<file path="config.mk">
export PLATFORM = sky130hd
export DESIGN_NAME = bmp_stream_decoder_core
export DESIGN_NICKNAME = d
export VERILOG_FILES = /design/src/sv/bsd_pkg.sv /design/src/sv/bmp_stream_decoder_core.sv /design/src/sv/bsd_front.sv /design/src/sv/bsd_fifo.sv /design/src/sv/bsd_back.sv
export SDC_FILE = /design/constraint.sdc
export NUM_CORES = 1
export LEC_CHECK = 0
export ABC_CLOCK_PERIOD_IN_PS = 18200
export BUFFER_PORTS_ARGS = -buffer_cell sky130_fd_sc_hd__buf_2
export CORE_MARGIN = 2
export CORE_UTILIZATION = 66
export DETAILED_ROUTE_END_ITERATION = 12
export PLACE_DENSITY_LB_ADDON = 0.15
export SYNTH_ARGS = -nofsm -noshare
export SYNTH_HDL_FRONTEND = slang
export SYNTH_SLANG_ARGS = --single-unit
</file>
<file path="constraint.sdc">
create_clock -name clk -period 18.2 [get_ports clk]
set_clock_uncertainty 0.1 [all_clocks]
set_input_delay 3.64 -clock clk [delete_from_list [all_inputs] [get_ports clk]]
set_output_delay 3.64 -clock clk [all_outputs]
set_load 0.01 [all_outputs]
</file>
<file path="src/sv/bsd_pkg.sv">
`default_nettype none

package bsd_pkg;

  // Hard ceiling on either image side; the register can only lower it.
  localparam logic [13:0] SIDE_LIMIT     = 14'd8192;
  localparam logic [13:0] MAX_SIDE_RESET = 14'd8192;

  // Header layout: bytes 0..33 hold the fields that are checked.
  localparam logic [31:0] HEADER_BYTES   = 32'd34;
  localparam logic [5:0]  POS_SIG_END    = 6'd1;
  localparam logic [5:0]  POS_OFFSET_END = 6'd13;
  localparam logic [5:0]  POS_DIB_END    = 6'd17;
  localparam logic [5:0]  POS_WIDTH_END  = 6'd21;
  localparam logic [5:0]  POS_HEIGHT_END = 6'd25;
  localparam logic [5:0]  POS_PLANES_END = 6'd27;
  localparam logic [5:0]  POS_BPP_END    = 6'd29;
  localparam logic [5:0]  POS_COMP_END   = 6'd33;

  localparam logic [15:0] BMP_SIGNATURE  = 16'h4D42;
  localparam logic [31:0] DIB_MIN_SIZE   = 32'd40;
  localparam logic [15:0] PLANES_ONE     = 16'd1;
  localparam logic [15:0] BPP_24         = 16'd24;
  localparam logic [15:0] BPP_32         = 16'd32;

  // Result queue between the parser and the output stage.
  localparam int QDEPTH = 4;
  localparam int QPTR_W = 2;
  localparam int QCNT_W = 3;

  typedef enum logic [1:0] {
    KIND_PIXEL = 2'd0,
    KIND_DONE  = 2'd1,
    KIND_ERROR = 2'd2
  } kind_t;

  typedef enum logic [2:0] {
    ERR_NONE       = 3'd0,
    ERR_NOT_BMP    = 3'd1,
    ERR_BAD_HEADER = 3'd2,
    ERR_BAD_DIMS   = 3'd3,
    ERR_BAD_FORMAT = 3'd4,
    ERR_TOO_LARGE  = 3'd5,
    ERR_BAD_OFFSET = 3'd6,
    ERR_TRUNCATED  = 3'd7
  } err_t;

  // Everything one input byte produces: an optional pixel, then an optional
  // end-of-image or error result.
  typedef struct packed {
    logic        has_pixel;
    logic [12:0] px;
    logic [12:0] py;
    logic [7:0]  red;
    logic [7:0]  green;
    logic [7:0]  blue;
    logic        has_term;
    kind_t       term_kind;
    logic [13:0] iw;
    logic [13:0] ih;
    err_t        err;
  } bundle_t;

  typedef struct packed {
    kind_t       kind;
    logic [12:0] x;
    logic [12:0] y;
    logic [7:0]  red;
    logic [7:0]  green;
    logic [7:0]  blue;
    logic [13:0] iw;
    logic [13:0] ih;
    err_t        err;
    logic        run_end;
  } result_t;

  typedef struct packed {
    logic full;
    logic empty;
  } fifo_stat_t;

  // Byte lane of each header position inside its little-endian field.
  function automatic logic [1:0] lane_of(input logic [5:0] pos);
    logic [1:0] lane;
    lane = 2'd0;
    if (pos inside {6'd1, 6'd3, 6'd7, 6'd9, 6'd11, 6'd15, 6'd19, 6'd23,
                    6'd27, 6'd29, 6'd31}) begin
      lane = 2'd1;
    end else if (pos inside {6'd4, 6'd12, 6'd16, 6'd20, 6'd24, 6'd32}) begin
      lane = 2'd2;
    end else if (pos inside {6'd5, 6'd13, 6'd17, 6'd21, 6'd25, 6'd33}) begin
      lane = 2'd3;
    end
    return lane;
  endfunction

endpackage

`default_nettype wire

</file>
<file path="src/sv/bmp_stream_decoder_core.sv">
// Channel  | Dir | Signals                          | Contents
// ---------+-----+----------------------------------+--------------------------------
// s_       | in  | s_tvalid s_tready s_tdata s_tlast| one file byte; tlast = last byte
// m_       | out | m_tvalid m_tready m_tdata m_tuser| pixel, image done or error
//          |     | m_tlast                          | tlast = last result of a byte
// apb      | in  | psel penable pwrite paddr pwdata | max_side at address 0
//          |     | prdata pready                    |
//
// One file byte is taken per cycle while the result queue has room. A byte
// that yields both a pixel and an end-of-image or error result sends them out
// as two separate results; the four-entry queue between parser and output
// stage absorbs that and any output stall.
// Reset is synchronous; no memory needs clearing.
`default_nettype none

module bmp_stream_decoder_core (
  input  wire logic        clk,
  input  wire logic        rst,
  // Input stream.
  input  wire logic        s_tvalid,
  output logic             s_tready,
  input  wire logic [7:0]  s_tdata,   // [7:0] data_byte
  input  wire logic        s_tlast,   // is_final
  // Output stream.
  output logic             m_tvalid,
  input  wire logic        m_tready,
  // [12:0] pixel_x, [25:13] pixel_y, [33:26] red, [41:34] green,
  // [49:42] blue, [63:50] image_width, [77:64] image_height,
  // [80:78] error_code, [87:81] zero
  output logic [87:0]      m_tdata,
  output logic [1:0]       m_tuser,   // [1:0] kind
  output logic             m_tlast,   // run_end
  // Configuration port.
  input  wire logic        psel,
  input  wire logic        penable,
  input  wire logic        pwrite,
  input  wire logic [2:0]  paddr,
  input  wire logic [31:0] pwdata,
  output logic [31:0]      prdata,
  output logic             pready
);

  logic [13:0]          max_side;
  logic [13:0]          side_lim;
  logic                 q_push;
  logic                 q_pop;
  bsd_pkg::bundle_t     q_in;
  bsd_pkg::bundle_t     q_head;
  bsd_pkg::fifo_stat_t  q_stat;
  bsd_pkg::result_t     res;

  // The register is the only one, so bit 2 of the byte address selects it.
  assign pready = 1'b1;

  always_ff @(posedge clk) begin
    if (rst) begin
      max_side <= bsd_pkg::MAX_SIDE_RESET;
    end else if (psel && penable && pwrite && pready && !paddr[2]) begin
      max_side <= pwdata[13:0];
    end
  end

  always_comb begin
    prdata = '0;
    if (!paddr[2]) prdata = {18'd0, max_side};
  end

  // The limit in force is the smaller of the register and the hard ceiling.
  assign side_lim = (max_side > bsd_pkg::SIDE_LIMIT) ? bsd_pkg::SIDE_LIMIT : max_side;

  // The parser walks the header and pixel rows, one byte per cycle while the
  // result queue has room, and queues whatever results each byte produces.
  bsd_front u_front (
    .clk      (clk),
    .rst      (rst),
    .s_tvalid (s_tvalid),
    .s_tready (s_tready),
    .s_tdata  (s_tdata),
    .s_tlast  (s_tlast),
    .side_lim (side_lim),
    .q_stat   (q_stat),
    .q_push   (q_push),
    .q_data   (q_in)
  );

  bsd_fifo u_fifo (
    .clk       (clk),
    .rst       (rst),
    .push      (q_push),
    .push_data (q_in),
    .pop       (q_pop),
    .head      (q_head),
    .stat      (q_stat)
  );

  // The output stage splits a queued entry into one or two results and holds
  // each in the output register until the sink takes it.
  bsd_back u_back (
    .clk       (clk),
    .rst       (rst),
    .head      (q_head),
    .q_stat    (q_stat),
    .pop       (q_pop),
    .res_valid (m_tvalid),
    .res_ready (m_tready),
    .res       (res)
  );

  assign m_tdata = {7'd0, res.err, res.ih, res.iw, res.blue, res.green, res.red,
                    res.y, res.x};
  assign m_tuser = res.kind;
  assign m_tlast = res.run_end;

endmodule

`default_nettype wire

</file>
<file path="src/sv/bsd_front.sv">
`default_nettype none

module bsd_front (
  input  wire logic                 clk,
  input  wire logic                 rst,
  input  wire logic                 s_tvalid,
  output logic                      s_tready,
  input  wire logic [7:0]           s_tdata,
  input  wire logic                 s_tlast,
  input  wire logic [13:0]          side_lim,
  input  wire bsd_pkg::fifo_stat_t  q_stat,
  output logic                      q_push,
  output bsd_pkg::bundle_t          q_data
);

  typedef enum logic [2:0] {
    PH_HEAD  = 3'b001,
    PH_DATA  = 3'b010,
    PH_DRAIN = 3'b100
  } phase_t;

  typedef struct packed {
    logic sig;
    logic dib;
    logic wbad;
    logic wbig;
    logic hbad;
    logic hbig;
    logic planes;
    logic bpp;
    logic comp;
    logic top;
    logic b32;
  } flags_t;

  localparam flags_t FLAGS_START = '{sig: 1'b0, dib: 1'b0, wbad: 1'b1, wbig: 1'b0,
                                     hbad: 1'b1, hbig: 1'b0, planes: 1'b0,
                                     bpp: 1'b0, comp: 1'b1, top: 1'b0, b32: 1'b0};

  phase_t      phase, phase_next;
  logic [31:0] byte_position, byte_position_next;
  logic [31:0] field_shift, field_shift_next;
  logic [31:0] data_offset, data_offset_next;
  logic [13:0] width_held, width_held_next;
  logic [13:0] height_held, height_held_next;
  flags_t      flags, flags_next;
  logic [13:0] row_count, row_count_next;
  logic [15:0] row_byte_count, row_byte_count_next;
  logic [15:0] row_size, row_size_next;
  logic [15:0] partial_pixel, partial_pixel_next;
  logic [13:0] col_count, col_count_next;
  logic [1:0]  sub_byte, sub_byte_next;

  logic        accept;
  logic [5:0]  pos;
  logic [31:0] v;
  logic [31:0] mag;
  logic [15:0] width_x3;
  logic [15:0] rbc_inc;
  logic [13:0] row_inc;
  logic [2:0]  bpb;
  logic [13:0] y_flip;
  bsd_pkg::err_t err;
  logic        terminal;
  logic        restart;

  function automatic bsd_pkg::err_t evaluate(input flags_t f, input logic [31:0] off);
    bsd_pkg::err_t e;
    if (!f.sig) begin
      e = bsd_pkg::ERR_NOT_BMP;
    end else if (!f.dib) begin
      e = bsd_pkg::ERR_BAD_HEADER;
    end else if (f.wbad || f.hbad || !f.planes) begin
      e = bsd_pkg::ERR_BAD_DIMS;
    end else if (!f.bpp || !f.comp) begin
      e = bsd_pkg::ERR_BAD_FORMAT;
    end else if (f.wbig || f.hbig) begin
      e = bsd_pkg::ERR_TOO_LARGE;
    end else if (off < bsd_pkg::HEADER_BYTES) begin
      e = bsd_pkg::ERR_BAD_OFFSET;
    end else begin
      e = bsd_pkg::ERR_NONE;
    end
    return e;
  endfunction

  assign s_tready = !q_stat.full;
  assign accept   = s_tvalid && s_tready;
  assign pos      = byte_position[5:0];
  assign width_x3 = {1'b0, width_held, 1'b0} + {2'b00, width_held};
  assign rbc_inc  = row_byte_count + 16'd1;
  assign row_inc  = row_count + 14'd1;
  assign bpb      = flags.b32 ? 3'd4 : 3'd3;
  assign y_flip   = flags.top ? row_count : (height_held - 14'd1 - row_count);

  always_comb begin
    phase_next          = phase;
    byte_position_next  = byte_position;
    field_shift_next    = field_shift;
    data_offset_next    = data_offset;
    width_held_next     = width_held;
    height_held_next    = height_held;
    flags_next          = flags;
    row_count_next      = row_count;
    row_byte_count_next = row_byte_count;
    row_size_next       = row_size;
    partial_pixel_next  = partial_pixel;
    col_count_next      = col_count;
    sub_byte_next       = sub_byte;
    q_data              = '0;
    err                 = bsd_pkg::ERR_NONE;
    terminal            = 1'b0;
    restart             = 1'b0;
    mag                 = '0;

    case (bsd_pkg::lane_of(pos))
      2'd0:    v = {24'd0, s_tdata};
      2'd1:    v = field_shift | {16'd0, s_tdata, 8'd0};
      2'd2:    v = field_shift | {8'd0, s_tdata, 16'd0};
      default: v = field_shift | {s_tdata, 24'd0};
    endcase

    if (accept) begin
      case (phase)
        PH_HEAD: begin
          field_shift_next   = v;
          byte_position_next = {26'd0, pos} + 32'd1;
          case (pos)
            bsd_pkg::POS_SIG_END: begin
              if (v[15:0] == bsd_pkg::BMP_SIGNATURE) flags_next.sig = 1'b1;
              else err = bsd_pkg::ERR_NOT_BMP;
            end
            bsd_pkg::POS_OFFSET_END: begin
              data_offset_next = v;
            end
            bsd_pkg::POS_DIB_END: begin
              if (v >= bsd_pkg::DIB_MIN_SIZE) flags_next.dib = 1'b1;
              else err = bsd_pkg::ERR_BAD_HEADER;
            end
            bsd_pkg::POS_WIDTH_END: begin
              flags_next.wbad = 1'b0;
              if (v == 32'd0 || v[31]) flags_next.wbad = 1'b1;
              else if (v > {18'd0, side_lim}) flags_next.wbig = 1'b1;
              else width_held_next = v[13:0];
            end
            bsd_pkg::POS_HEIGHT_END: begin
              mag = v[31] ? (32'd0 - v) : v;
              flags_next.hbad = 1'b0;
              if (v == 32'd0) begin
                flags_next.hbad = 1'b1;
              end else begin
                if (v[31]) flags_next.top = 1'b1;
                if (mag > {18'd0, side_lim}) flags_next.hbig = 1'b1;
                else height_held_next = mag[13:0];
              end
            end
            bsd_pkg::POS_PLANES_END: begin
              if (v[15:0] == bsd_pkg::PLANES_ONE) flags_next.planes = 1'b1;
            end
            bsd_pkg::POS_BPP_END: begin
              if (v[15:0] == bsd_pkg::BPP_24) flags_next.bpp = 1'b1;
              if (v[15:0] == bsd_pkg::BPP_32) begin
                flags_next.bpp = 1'b1;
                flags_next.b32 = 1'b1;
              end
            end
            bsd_pkg::POS_COMP_END: begin
              if (v != 32'd0) flags_next.comp = 1'b0;
            end
            default: begin
            end
          endcase
          if (err == bsd_pkg::ERR_NONE && (pos == bsd_pkg::POS_COMP_END || s_tlast)) begin
            err = evaluate(flags_next, data_offset_next);
            if (err == bsd_pkg::ERR_NONE && s_tlast) err = bsd_pkg::ERR_TRUNCATED;
          end
          if (err != bsd_pkg::ERR_NONE) begin
            q_data.has_term  = 1'b1;
            q_data.term_kind = bsd_pkg::KIND_ERROR;
            q_data.err       = err;
            terminal         = 1'b1;
          end else if (pos == bsd_pkg::POS_COMP_END) begin
            phase_next    = PH_DATA;
            row_size_next = flags.b32 ? {width_held, 2'b00}
                                      : ((width_x3 + 16'd3) & ~16'd3);
          end
        end

        PH_DATA: begin
          if (byte_position < data_offset) begin
            byte_position_next = byte_position + 32'd1;
          end else begin
            if (byte_position != '1) byte_position_next = byte_position + 32'd1;
            if (col_count < width_held) begin
              case (sub_byte)
                2'd0: partial_pixel_next = {8'd0, s_tdata};
                2'd1: partial_pixel_next = {s_tdata, partial_pixel[7:0]};
                2'd2: begin
                  q_data.has_pixel = 1'b1;
                  q_data.px        = col_count[12:0];
                  q_data.py        = y_flip[12:0];
                  q_data.red       = s_tdata;
                  q_data.green     = partial_pixel[15:8];
                  q_data.blue      = partial_pixel[7:0];
                end
                default: begin
                end
              endcase
              if (({1'b0, sub_byte} + 3'd1) >= bpb) begin
                sub_byte_next  = 2'd0;
                col_count_next = col_count + 14'd1;
              end else begin
                sub_byte_next = sub_byte + 2'd1;
              end
            end
            row_byte_count_next = rbc_inc;
            if (rbc_inc >= row_size) begin
              row_byte_count_next = '0;
              col_count_next      = '0;
              sub_byte_next       = '0;
              row_count_next      = row_inc;
              if (row_inc >= height_held) begin
                q_data.has_term  = 1'b1;
                q_data.term_kind = bsd_pkg::KIND_DONE;
                q_data.iw        = width_held;
                q_data.ih        = height_held;
                terminal         = 1'b1;
              end
            end
          end
          if (!terminal && s_tlast) begin
            q_data.has_term  = 1'b1;
            q_data.term_kind = bsd_pkg::KIND_ERROR;
            q_data.err       = bsd_pkg::ERR_TRUNCATED;
            terminal         = 1'b1;
          end
        end

        PH_DRAIN: begin
          if (s_tlast) restart = 1'b1;
        end

        default: begin
          restart = 1'b1;
        end
      endcase

      if (terminal) begin
        if (s_tlast) restart = 1'b1;
        else phase_next = PH_DRAIN;
      end

      if (restart) begin
        phase_next          = PH_HEAD;
        byte_position_next  = '0;
        field_shift_next    = '0;
        data_offset_next    = '0;
        width_held_next     = '0;
        height_held_next    = '0;
        flags_next          = FLAGS_START;
        row_count_next      = '0;
        row_byte_count_next = '0;
        partial_pixel_next  = '0;
        col_count_next      = '0;
        sub_byte_next       = '0;
      end
    end
  end

  assign q_push = accept && (q_data.has_pixel || q_data.has_term);

  always_ff @(posedge clk) begin
    if (rst) begin
      phase          <= PH_HEAD;
      byte_position  <= '0;
      field_shift    <= '0;
      data_offset    <= '0;
      width_held     <= '0;
      height_held    <= '0;
      flags          <= FLAGS_START;
      row_count      <= '0;
      row_byte_count <= '0;
      row_size       <= '0;
      partial_pixel  <= '0;
      col_count      <= '0;
      sub_byte       <= '0;
    end else begin
      phase          <= phase_next;
      byte_position  <= byte_position_next;
      field_shift    <= field_shift_next;
      data_offset    <= data_offset_next;
      width_held     <= width_held_next;
      height_held    <= height_held_next;
      flags          <= flags_next;
      row_count      <= row_count_next;
      row_byte_count <= row_byte_count_next;
      row_size       <= row_size_next;
      partial_pixel  <= partial_pixel_next;
      col_count      <= col_count_next;
      sub_byte       <= sub_byte_next;
    end
  end

endmodule

`default_nettype wire

</file>
<file path="src/sv/bsd_fifo.sv">
`default_nettype none

module bsd_fifo (
  input  wire logic                 clk,
  input  wire logic                 rst,
  input  wire logic                 push,
  input  wire bsd_pkg::bundle_t     push_data,
  input  wire logic                 pop,
  output bsd_pkg::bundle_t          head,
  output bsd_pkg::fifo_stat_t       stat
);

  bsd_pkg::bundle_t                entries [bsd_pkg::QDEPTH];
  logic [bsd_pkg::QPTR_W-1:0]      wr_ptr;
  logic [bsd_pkg::QPTR_W-1:0]      rd_ptr;
  logic [bsd_pkg::QCNT_W-1:0]      count, count_next;

  assign head       = entries[rd_ptr];
  assign stat.full  = (count == bsd_pkg::QCNT_W'(bsd_pkg::QDEPTH));
  assign stat.empty = (count == '0);

  always_comb begin
    count_next = count;
    if (push && !pop) count_next = count + 1'b1;
    else if (pop && !push) count_next = count - 1'b1;
  end

  always_ff @(posedge clk) begin
    if (push) entries[wr_ptr] <= push_data;
  end

  always_ff @(posedge clk) begin
    if (rst) begin
      wr_ptr <= '0;
      rd_ptr <= '0;
      count  <= '0;
    end else begin
      if (push) wr_ptr <= wr_ptr + 1'b1;
      if (pop) rd_ptr <= rd_ptr + 1'b1;
      count <= count_next;
    end
  end

endmodule

`default_nettype wire

</file>
<file path="src/sv/bsd_back.sv">
`default_nettype none

module bsd_back (
  input  wire logic                 clk,
  input  wire logic                 rst,
  input  wire bsd_pkg::bundle_t     head,
  input  wire bsd_pkg::fifo_stat_t  q_stat,
  output logic                      pop,
  output logic                      res_valid,
  input  wire logic                 res_ready,
  output bsd_pkg::result_t          res
);

  // Set while the head entry's pixel has gone out and its end result waits.
  logic             second, second_next;
  logic             load;
  logic             take_pixel;
  bsd_pkg::result_t res_next;

  assign load       = !res_valid || res_ready;
  assign take_pixel = head.has_pixel && !second;

  always_comb begin
    res_next    = '0;
    second_next = second;
    pop         = 1'b0;
    if (take_pixel) begin
      res_next.kind    = bsd_pkg::KIND_PIXEL;
      res_next.x       = head.px;
      res_next.y       = head.py;
      res_next.red     = head.red;
      res_next.green   = head.green;
      res_next.blue    = head.blue;
      res_next.err     = bsd_pkg::ERR_NONE;
      res_next.run_end = !head.has_term;
    end else begin
      res_next.kind    = head.term_kind;
      res_next.err     = head.err;
      res_next.run_end = 1'b1;
      if (head.term_kind == bsd_pkg::KIND_DONE) begin
        res_next.iw = head.iw;
        res_next.ih = head.ih;
      end
    end
    if (load && !q_stat.empty) begin
      if (take_pixel && head.has_term) begin
        second_next = 1'b1;
      end else begin
        second_next = 1'b0;
        pop         = 1'b1;
      end
    end
  end

  always_ff @(posedge clk) begin
    if (load && !q_stat.empty) res <= res_next;
  end

  always_ff @(posedge clk) begin
    if (rst) begin
      res_valid <= 1'b0;
      second    <= 1'b0;
    end else begin
      if (load) res_valid <= !q_stat.empty;
      second <= second_next;
    end
  end

endmodule

`default_nettype wire

</file>
==> results.yml, run 1 <==
drt:
  vias_per_cell: 6.57
  drt_drc_violations_left: 0
  routed_wl_microns: 91600
  routedWlPerCell_microns: 24.3
  first_iter_violations: 2617
  drtAntennaViolNets: 0
  drtPass1Iterations: 8
  vias: 24800
sta:
  final.setup.tns_ns: 0
  period_minus_slack_ns: 10.37
  setup-violations-final: 0
  worstMarginPinSlew_ns: 1.13
  rsz0062_at_grt: "no"
  slew_headroom_pct: 24.2
  finalHoldViolCount: 0
  period_share_pct: 57.0
  finalMaxSlewViolations: 0
  max_freq_ghz: 0.0965
hold_path:
  hp-class: "reg2reg"
synthesis:
  synth_top_area_share_pct: 38.7
  ys_ff_latch: 663
  synth_area_leader_cell: "edfxtp_1"
  postSynthAreaPerCell_sq_um: 11.1
  async_flop_share_pct: 0
  syn_inst: 2955
  synth.area.top_cells: "edfxtp_1 39%, dfxtp_1 15%, ha_1 6.1%"
  synth_cell_types: 103
  ys_seq_area_share_pct: 53.3
  synth_common_cells: "424 x edfxtp_1, 248 x nor2_1, 239 x dfxtp_1"
  synth-edff-count: 424
  synth.most_common_cell: "edfxtp_1"
  synth_area_sq_um: 32900
  yosysWarnings: 0
  ys.flop_type: "edfxtp_1"
job:
  drv_cap: 0
global_route:
  antenna_found_initial: 2
  grt_pass1_wl_microns: 139000
  overflow: 0
  grt_pass1_vias: 24600
  grt_max_degree: 69
  grt_use_total_pct: 35.6
placement:
  portBuffers: 130
  gp_congestion: 1.02
  post-place-cells: 3644
  dp_hpwl_microns: 60400
setup_path:
  arrival_ns: 10.49
  cp_slowest_stage_delay_ns: 0.80
  start_kind: "primary input"
  cp_slowest_cell: "buf_4"
  worstPathMaxFanout: 61
  r2r_slack_ns: 8.89
  critPathKind: "in2reg"
  setup.worst_path.end_class: "register"
  critPathRequiredTime_ns: 18.32
  worst_path_most_repeated_cell: "nand2_1"
  cp_cell_sequence: "buf_2 -> nand2_1 -> nand2_1 -> inv_1 -> ha_1 -> nand2_1 -> nor3_1 -> a22o_1 -> nor2b_1 -> a21oi_1 -> xnor2_1 -> ha_1 -> a21o_1 -> a211oi_1 -> a211o_1 -> o311ai_1 -> a2111o_1 -> nor4_2 -> nand4_1 -> nor3_1 -> or4b_4 -> and3_4 -> buf_4"
clock_tree:
  clock_latency_ns: 0.62
  h-tree-depth: 3
  hold_buffers: 0
  cts_tree: "yes"
  cts_resized: 0
  cts_made_buffers: 69
  root_buffer: "clkbuf_16"
  cts_sinks: 663
  path_clk_slew_ns: 0.06
  cts_max_path_buffers: 3
  postCtsSetupBuffers: 0
power_and_ir_drop:
  powerDensity_nw_per_um2: 116
  p_leak_nw: 13.5
  power_mw: 4.20
  vdd_drop_max_v: 0.0000904
die:
  die_area_sq_um: 51600
  die_h_microns: 227
  coreArea_sq_um: 49100
  fp.dieW_microns: 227
  initial_utilization_pct: 67.0
  io_pins: 177
  num_rows: 81
cells_and_area:
  syn_to_final_growth_pct: 10.5
  drive_above_1_share_pct: 13.8
  nets: 3263
  fin_cells: 3773
  fin_util_pct: 74.0
  final.fill_count: 3303
status:
  outcome: "completed"
==> critical path, delay by kind of cell <==
| family | cells | cell delay, ns |
|---|---|---|
| simple gates | 10 | 2.56 |
| compound gates | 7 | 1.70 |
| buf+inv | 3 | 1.38 |
| fa+ha+maj | 2 | 0.74 |
| xor+xnor | 1 | 0.35 |
==> path summary, 6_finish.rpt <==
check | from | to | cells after the start
worst max register to register | u_front.byte_position[1] | u_fifo.entries[2][40] | 27
worst max-delay path | s_tdata[0] | u_fifo.entries[2][40] | 23
worst min register to register | u_front.data_offset[15] | u_front.data_offset[15] | 2
worst min-delay path | u_front.data_offset[15] | u_front.data_offset[15] | 2
==> per-stage QoR <==
step | worst slack (ns) | hold slack [ns] | cell area, sq um
after floorplan | 8.28 | 0.325 | 33000
after global routing | 7.58 | 0.374 | 36300
after detailed placement | 7.45 | 0.349 | 34100
after CTS | 8.09 | 0.366 | 36300
after global placement | 7.59 | 0.340 | 34100
final | 7.83 | 0.366 | 36300
==> per-layer routing <==
layer  vias to the layer above  wire, microns  share of wire [%]  global-route usage [%]
li1                      11000              -                  -                       -
met1                     12100          35200                 38                    45.8
met2                      1357          44900                 49                    59.7
met3                       314           6900                7.5                    4.96
met4                         0           4560                5.0                    17.4
met5                         -              0                  0                       0
==> flip-flops by register name, indices dropped and copies added (netlist names), 14 cells and up, named ones only <==
signal                  cells
u_fifo.entries            340
u_back.res                 84
u_front.byte_position      32
u_front.data_offset        32
u_front.field_shift        32
u_front.partial_pixel      16
u_front.row_byte_count     16
max_side                   14
u_front.col_count          14
u_front.height_held        14
u_front.row_count          14
u_front.row_size           14
u_front.width_held         14
==> layout by cell type, fill, tap and decap left out, drive strengths merged, types with 22 or more instances in the layout <==
cell type / instances
inv: 142
mux4: 85
xnor2: 53
and3: 72
a22oi: 32
nor2b: 119
nand2: 236
buf: 168
conb: 26
nand4: 38
or3: 30
nor2: 248
o21ai: 162
clkbuf: 97
a21o: 31
nand2b: 30
clkinv: 22
a21oi: 169
dfxtp: 239
nor3: 74
nand3: 83
edfxtp: 424
xor2: 42
ha: 159
==> cell type report <==
| cell class | instances | area [sq um] | share of cell area [%] |
|---|---|---|---|
| Multi-Input combinational cell | 2010 | 14200 | 39.2 |
| Antenna cell | 1 | 2.50 | 0.00689 |
| Clock buffer | 97 | 1940 | 5.35 |
| Inverter | 139 | 522 | 1.44 |
| Sequential cell | 663 | 17500 | 48.2 |
| Clock inverter | 31 | 327 | 0.899 |
| Tap cell | 664 | 831 | 2.29 |
| Timing Repair Buffer | 168 | 938 | 2.58 |
==> kinds of logic (layout without fill, tap and decap cells) <==
family	Yosys count	in the layout	synth area share, %
and+or+nand+nor	1025	1025	15.6
AOI/OAI and AO/OA	585	585	11.6
other	2	27	0.0228
xor gates and xnor gates	95	95	2.53
buffers and inverters	306	435	3.89
adders and majority gates	161	161	6.17
muxes	118	118	6.88
DFF	663	663	53.3
==> power by group <==
| group | switching (mW) | total (mW) | internal [mW] |
|---|---|---|---|
| combinational | 0.567 | 0.911 | 0.344 |
| clock | 0.601 | 1.41 | 0.812 |
| sequential | 0.0802 | 1.88 | 1.80 |
No activity file was read; power rests on OpenSTA's default activity.
==> run 2, diff against run 1 <==
--- a/config.mk
+++ b/config.mk
@@ -5,10 +5,10 @@
 export SDC_FILE = /design/constraint.sdc
 export NUM_CORES = 1
 export LEC_CHECK = 0
-export ABC_CLOCK_PERIOD_IN_PS = 18200
+export ABC_CLOCK_PERIOD_IN_PS = 10000
 export BUFFER_PORTS_ARGS = -buffer_cell sky130_fd_sc_hd__buf_2
 export CORE_MARGIN = 2
-export CORE_UTILIZATION = 66
+export CORE_UTILIZATION = 62
 export DETAILED_ROUTE_END_ITERATION = 12
 export PLACE_DENSITY_LB_ADDON = 0.15
 export SYNTH_ARGS = -nofsm -noshare
==> constraint.sdc (replaced) <==
create_clock -name clk -period 10 [get_ports clk]
set_clock_uncertainty 0.1 [all_clocks]
set_input_delay 2 -clock clk [delete_from_list [all_inputs] [get_ports clk]]
set_output_delay 2 -clock clk [all_outputs]
set_load 0.01 [all_outputs]
==> run 2 against run 1 <==
Power rose by 80%. Via count fell by 2.8%. Clock-buffer cell count fell by 9. Worst hold slack got worse by 0.014 ns. Critical path depth rose by 10. Sequential cell count did not move.
==> results.yml, run 2 (same netlist as run 1, synthesis figures left out) <==
setup_path:
  critPathRequiredTime_ns: 10.41
  startpoint: "u_front.byte_position[1]"
  cp_slowest_cell: "a2111oi_2"
  worst_path_most_repeated_cell: "ha_1"
  arrival_ns: 9.20
  cp_slowest_stage_delay_ns: 0.70
  start_kind: "register"
  worstPathMaxFanout: 13
  critPathKind: "reg2reg"
  regToRegStartpoint: "u_front.byte_position[1]"
  setup.worst_path.end_class: "register"
sta:
  rsz0062_at_grt: "no"
  period_minus_slack_ns: 8.79
  setup-violations-final: 0
  max_freq_ghz: 0.114
  worstMarginPinSlew_ns: 1.15
  finalHoldViolCount: 0
  final.setup.tns_ns: 0
  finalMaxSlewViolations: 0
  slew_headroom_pct: 22.7
  period_share_pct: 87.9
die:
  coreArea_sq_um: 52400
  fp.dieW_microns: 234
  die_area_sq_um: 54900
  die_h_microns: 234
  io_pins: 177
  num_rows: 84
  initial_utilization_pct: 62.7
cells_and_area:
  fin_util_pct: 69.3
  final_cell_mix: "424 x edfxtp_1, 248 x nor2_1, 237 x dfxtp_1"
  stdcell_area_sq_um: 36300
  reg_top3: "u_fifo.entries (340), u_back.res (84)"
  mostFrequentLayoutCell: "edfxtp_1"
  drive_above_1_share_pct: 14.0
  largest_register_ffs: 340
  final.fill_count: 3785
  syn_to_final_growth_pct: 10.5
  nets: 3263
  largest-register: "u_fifo.entries"
  fin_cells: 3790
job:
  drv_cap: 0
global_route:
  grt_pass1_vias: 23500
  grt_max_degree: 61
  antenna_found_initial: 2
  grt_pass1_wl_microns: 136000
  grt_use_total_pct: 32.7
  overflow: 0
placement:
  dp_hpwl_microns: 61800
  post-place-cells: 3669
  gp_congestion: 0.980
  place_area_sq_um: 34100
  portBuffers: 130
status:
  outcome: "completed"
drt:
  first_iter_violations: 1993
  vias_per_cell: 6.36
  drtPass1Iterations: 6
  wl_met2_microns: 43000
  wl_met3_microns: 6140
  drtAntennaViolNets: 0
  highest_layer: "met5"
  routed_wl_microns: 89300
  drt_drc_violations_left: 0
  wl_met1_microns: 36700
  routedWlPerCell_microns: 23.6
  vias: 24100
clock_tree:
  root_buffer: "clkbuf_16"
  h-tree-depth: 3
  cts_sinks: 663
  path_clk_slew_ns: 0.06
  cts_resized: 0
  cts_tree: "yes"
  cts_made_buffers: 68
  cts_max_path_buffers: 3
  hold_buffers: 0
  clock_latency_ns: 0.60
  postCtsSetupBuffers: 0
hold_path:
  hp-class: "reg2reg"
  min_from: "u_front.flags[7]"
power_and_ir_drop:
  power_mw: 7.56
  powerDensity_nw_per_um2: 208
  p_leak_nw: 13.4
  vdd_drop_max_v: 0.000120
## run 2: cell types whose count changed in the layout (fill, tap and decap cells not counted), moves of 4 or more
cell / before / now
clkbuf_8: 9 / 4
buf_12: 0 / 4
clkbuf_1: 18 / 11
clkinvlp_4: 2 / 7
## run 2: layer usage
layer | GRT usage, % | vias up
met5 | 0 | -
met4 | 13.2 | 2
met3 | 4.78 | 208
met2 | 53.7 | 1006
met1 | 43.7 | 11900
li1 | - | 11000
## run 2: per-stage QoR
step	setup WS [ns]	hold WS, ns
after floorplan	1.46	0.325
after global routing	0.820	0.388
after CTS	1.37	0.351
after detailed placement	1.41	0.345
final	1.21	0.352
after global placement	1.55	0.337
## run 2: worst paths after layout
path	endpoint	slack, ns	cells after the start
min reg2reg	u_front.flags[7]	0.35	2
min	u_front.flags[7]	0.35	2
max reg2reg	u_fifo.count[2]	1.21	33
max	u_fifo.count[2]	1.21	33
## run 2: layout make-up
| cell class | count | area [sq um] | share of cell area, % |
|---|---|---|---|
| sequential | 663 | 17500 | 48.2 |
| multi-input combinational | 2010 | 14200 | 39.2 |
| clock buffer | 88 | 1920 | 5.29 |
| timing repair buffer | 169 | 996 | 2.74 |
| tap | 688 | 861 | 2.37 |
| inverter | 139 | 522 | 1.44 |
| clock inverter | 32 | 267 | 0.733 |
| antenna | 1 | 2.50 | 0.00689 |
## run 2: critical path, delay by kind of cell, from the launching register on
kind,cells,cell delay [ns]
flip-flops,1,0.48
adder cells (fa/ha/maj),5,1.59
AO/OA/AOI/OAI,10,2.71
buffers and inverters,4,0.66
XOR/XNOR,2,0.44
AND/OR/NAND/NOR,12,2.70
## run 2: report_power, final
group / switching [mW] / internal [mW] / total, mW / leakage, nW
registers: 0.120 / 3.27 / 3.39 / 5.95
clock network: 1.05 / 1.44 / 2.50 / 1.07
logic: 1.04 / 0.634 / 1.68 / 6.43
